===== config.mk =====
export PLATFORM = sky130hd
export DESIGN_NAME = mpool_lane
export DESIGN_NICKNAME = d
export VERILOG_FILES = /design/src/hw/rtl/mpool_pkg.sv /design/src/hw/rtl/mpool_lane.sv
export SDC_FILE = /design/constraint.sdc
export NUM_CORES = 1
export LEC_CHECK = 0
export BUFFER_PORTS_ARGS = -buffer_cell sky130_fd_sc_hd__buf_4
export CORE_ASPECT_RATIO = 1.5
export CORE_MARGIN = 10
export CORE_UTILIZATION = 47
export DETAILED_ROUTE_END_ITERATION = 8
export PLACE_DENSITY = 0.83
export SETUP_SLACK_MARGIN = 0.02
export SLEW_MARGIN = 25
export SYNTH_ARGS = -nofsm -noshare
export SYNTH_HDL_FRONTEND = slang
export SYNTH_SLANG_ARGS = --single-unit
export TNS_END_PERCENT = 20

===== constraint.sdc =====
create_clock -name vclk -period 4.81
set_input_delay 0.2405 -clock vclk [all_inputs]
set_output_delay 0.2405 -clock vclk [all_outputs]
set_load 0.02 [all_outputs]

===== src/hw/rtl/mpool_pkg.sv =====
// Shared types, constants and a helper function for the 3x3 max-pooling block.
// Used by the lane, top level and testbench files; depends on nothing else.
`default_nettype none

package mpool_pkg;

   localparam int BYTE_W           = 8;
   localparam int IN_LANES         = 8;
   localparam logic [BYTE_W-1:0] MIN_BYTE = 8'h80;

   localparam int CSR_INDEX_W      = 2;
   localparam int CSR_DATA_W       = 13;
   localparam logic [CSR_INDEX_W-1:0] CSR_FRAME_WIDTH    = 2'd0;
   localparam logic [CSR_INDEX_W-1:0] CSR_FRAME_HEIGHT   = 2'd1;
   localparam logic [CSR_INDEX_W-1:0] CSR_CHANNEL_GROUPS = 2'd2;

   localparam int FRAME_WIDTH_W    = 7;
   localparam int FRAME_HEIGHT_W   = 13;
   localparam int CHANNEL_GROUPS_W = 6;

   localparam int FRAME_WIDTH_RESET    = 14;
   localparam int FRAME_HEIGHT_RESET   = 14;
   localparam int CHANNEL_GROUPS_RESET = 32;
   localparam int MIN_FRAME_DIM        = 3;
   localparam int MIN_GROUPS           = 1;
   localparam int WINDOW_EDGE          = 2;

   typedef struct packed {
      logic [BYTE_W-1:0] pixel;
      logic [BYTE_W-1:0] older;
      logic [BYTE_W-1:0] newer;
      logic [BYTE_W-1:0] hist_now;
      logic [BYTE_W-1:0] hist_prev;
   } lane_in_type;

   typedef struct packed {
      logic [BYTE_W-1:0] vmax;
      logic [BYTE_W-1:0] wmax;
   } lane_out_type;

   function automatic logic [BYTE_W-1:0] smax(input logic [BYTE_W-1:0] a,
                                              input logic [BYTE_W-1:0] b);
      return ($signed(a) > $signed(b)) ? a : b;
   endfunction

endpackage

`default_nettype wire


===== src/hw/rtl/mpool_lane.sv =====
// One pooling lane: vertical maximum of the three rows and the 3x3 window maximum.
// Depends on mpool_pkg for the lane structs and the signed maximum function.
`default_nettype none

module mpool_lane (
   input  mpool_pkg::lane_in_type  lane_in,
   output mpool_pkg::lane_out_type lane_out
);

   always_comb begin
      logic [mpool_pkg::BYTE_W-1:0] col_max;
      logic [mpool_pkg::BYTE_W-1:0] hist_max;
      col_max       = mpool_pkg::smax(lane_in.older, lane_in.newer);
      col_max       = mpool_pkg::smax(col_max, lane_in.pixel);
      hist_max      = mpool_pkg::smax(lane_in.hist_now, lane_in.hist_prev);
      lane_out.vmax = col_max;
      lane_out.wmax = mpool_pkg::smax(col_max, hist_max);
   end

endmodule

`default_nettype wire


==> impl_metrics.tcl, run 1 <==
set metrics [dict create \
    io_buffers 56 \
    synth_top_area_frac 0.297 \
    place_area_um2 2400 \
    netlist_area_um2 1350 \
    gp_congestion 0.881 \
    ys_warn_count 0 \
    rows 23 \
    synth_commonest_cells "ha_1, inv_1, a21oi_1, mux2i_1, nor2_1" \
    outcome "aborted with a tool error" \
    die_w_um 63.7 \
    synth_top_cell_by_area "ha_1" \
    pin_count 56 \
    ys_types 36 \
    ys_seq_area_frac 0 \
    error_message "[ERROR DPL-0038] Utilization greater than 100%, impossible to legalize" \
    syn_avg_cell_area_um2 7.65 \
    die_y_um 85.6 \
    ys_top_cells_by_area "ha_1, mux2i_1, inv_1" \
    synthesis.nets 248 \
    initial_core_util 0.498 \
    stop_stage "clock tree synthesis" \
    syn_inst 176 \
    cts_resized 70 \
    dp_hpwl_um 5130 \
    post_cts_buffers 16 \
    cts_hold_buf 0 \
    pre_cts_ws_ns -0.468 \
]
## cells by family after synthesis
kind of cell    share of synthesized area
fa+ha+maj                           0.297
simple gates                        0.225
mux                                 0.123
buf+inv                             0.112
compound gates                      0.244
## stage by stage
stage,hold slack (ns),cells
3_5_place_dp,0.961,315
3_3_place_gp,0.966,315
2_1_floorplan,0.643,176
==> inputs of run 2 (changes only) <==
--- a/config.mk
+++ b/config.mk
@@ -6,12 +6,10 @@
 export NUM_CORES = 1
 export LEC_CHECK = 0
 export BUFFER_PORTS_ARGS = -buffer_cell sky130_fd_sc_hd__buf_4
-export CORE_ASPECT_RATIO = 1.5
-export CORE_MARGIN = 10
-export CORE_UTILIZATION = 47
+export CORE_AREA = 10 10 71 73
 export DETAILED_ROUTE_END_ITERATION = 8
-export PLACE_DENSITY = 0.83
-export SETUP_SLACK_MARGIN = 0.02
+export DIE_AREA = 0 0 81 83
+export PLACE_DENSITY_LB_ADDON = 0.15
 export SLEW_MARGIN = 25
 export SYNTH_ARGS = -nofsm -noshare
 export SYNTH_HDL_FRONTEND = slang
==> constraint.sdc (replaced) <==
create_clock -name vclk -period 6.3
set_input_delay 0.315 -clock vclk [all_inputs]
set_output_delay 0.315 -clock vclk [all_outputs]
set_load 0.02 [all_outputs]
==> impl_metrics.tcl, run 2 <==
set metrics [dict create \
    die_area_um2 6720 \
    io_buffers 56 \
    ys_top_cells_by_area "ha_1, mux2i_1, inv_1" \
    pin_count 56 \
    seqCellArea_um2 0 \
    grt.overflow.total 0 \
    max-slew-margin-rel 0.579 \
    outcome "finished, final reports clean" \
    n_fill_cell 382 \
    ys_types 36 \
    p_leak_nw 0.965 \
    syn_inst 176 \
    cp_top_family "simple AND/OR/NAND/NOR gates" \
    wire_per_inst_um 13.6 \
    totalPowerFinal_uw 441 \
    final_cells 277 \
    die_y_um 83 \
    dp.cells 277 \
    maxCapViolCount 0 \
    synth_adder_area_share 0.297 \
    path_max_fanout 18 \
    areaGrowthSynthToFinish_pct 34.0 \
    crit_required_ns 5.98 \
    hold_violations 0 \
    wl_um 3780 \
    cts_hold_buf 0 \
    diodes 0 \
    finalCriticalPeriod_ns 5.80 \
    synth.mux.area_fraction 0.123 \
    post-route-drc-count 0 \
    num-nets-final 303 \
    synth_top_area_frac 0.297 \
    peakVddDrop_v 0.0000955 \
    synth_compound_area_frac 0.243 \
    ant_nets 0 \
    synth-xor-area-share 0 \
    cp.arrival_ns 5.49 \
    cp_slowest_cell "or3_2" \
    rows 22 \
    dp_hpwl_um 3530 \
    dr.pass1.iters 4 \
    initial_core_util 0.371 \
    grt_max_degree 19 \
    syn_avg_cell_area_um2 7.65 \
    layout_commonest_cell "buf_4" \
    core_um2 3630 \
    vias_per_cell 5.03 \
    tightest_slew_ns 0.631 \
    setup_tns_ns 0 \
    cts_resized 0 \
    grt_pass1_vias 1467 \
    synth_commonest_cells "ha_1, inv_1, a21oi_1, mux2i_1, nor2_1" \
    num_vias 1392 \
    initialDrtViolationCount 48 \
    ys_seq_area_frac 0 \
    worstSetupPathType "in -> out" \
    grt_usage 0.106 \
    cp-end-kind "primary output" \
    power_density_nw_per_um2 245 \
    synth_top_cell_by_area "ha_1" \
    synthesis.nets 248 \
    ys_warn_count 0 \
    nFlopsAndLatches 0 \
    rsz0062_at_grt "no" \
    mostFrequentLayoutCells "buf_4, inv_1, ha_1" \
    gp_congestion 0.780 \
    startpoint_type "input pin" \
    hp-class "in -> out" \
    netlist_area_um2 1350 \
    grt_pass1_wl_um 6320 \
    antenna_found_initial 0 \
    finalSetupViolations 0 \
    cpPeakStageDelay_ns 0.60 \
    die_w_um 81 \
    fmax_ghz 0.172 \
    post-route-period-util 0.921 \
    critPathBufInv 5 \
    drv_slew 0 \
    post_cts_buffers 0 \
    drive_gt1_frac 0.328 \
    synth_top_family_by_area "adder cells" \
    clkbuf_count 0 \
    synth-simple-area-share 0.225 \
]
==> run 2: cell counts after synthesis <==
Identical to the previous run, type by type.
==> run 2: power by group <==
group	total (mW)	internal (mW)	switching, mW	leakage, nW
Combinational	0.441	0.194	0.247	0.965
Sequential	0	0	0	0
Clock	0	0	0	0
Total	0.441	0.194	0.247	0.965
==> run 2: per-stage QoR <==
stage                      util  setup WS [ns]  hold slack, ns  instance area, µm²
after floorplan               -          0.689           0.819                1350
after global placement    0.497          0.536            1.07                1800
after detailed placement  0.497          0.467            1.07                1800
after CTS                 0.497          0.447            1.07                1800
after global routing      0.497        0.00769            1.09                1800
final                     0.497          0.498            1.06                1800
==> run 2: routing by layer <==
layer  vias up  wire [µm]  global-route usage  share of wire
met5         -          0                   0              0
met4         0         20             0.00469         0.0053
met3         2        221              0.0129          0.058
met2        40       1780               0.185           0.47
met1       599       1760               0.140           0.46
li1        751          -                   -              -
==> run 2: area by class of cell <==
class	count	area [µm²]	share of cell area
tap	48	60.1	0.0333
inverter	32	120	0.0666
timing repair buffer	57	428	0.237
multi-input combinational	140	1200	0.663
==> run 2: final timing paths <==
check | from | endpoint | cells past startpoint
worst min-delay path | lane_in[35] | lane_out[11] | 4
worst max-delay path | lane_in[17] | lane_out[4] | 25
==> run 2: logic make-up after synthesis <==
group / Yosys count
multiplexers: 16
AND/OR/NAND/NOR: 50
AO/OA/AOI/OAI: 42
adder cells (fa/ha/maj): 32
buffers and inverters: 36
No activity file was read; power rests on OpenSTA's default activity.
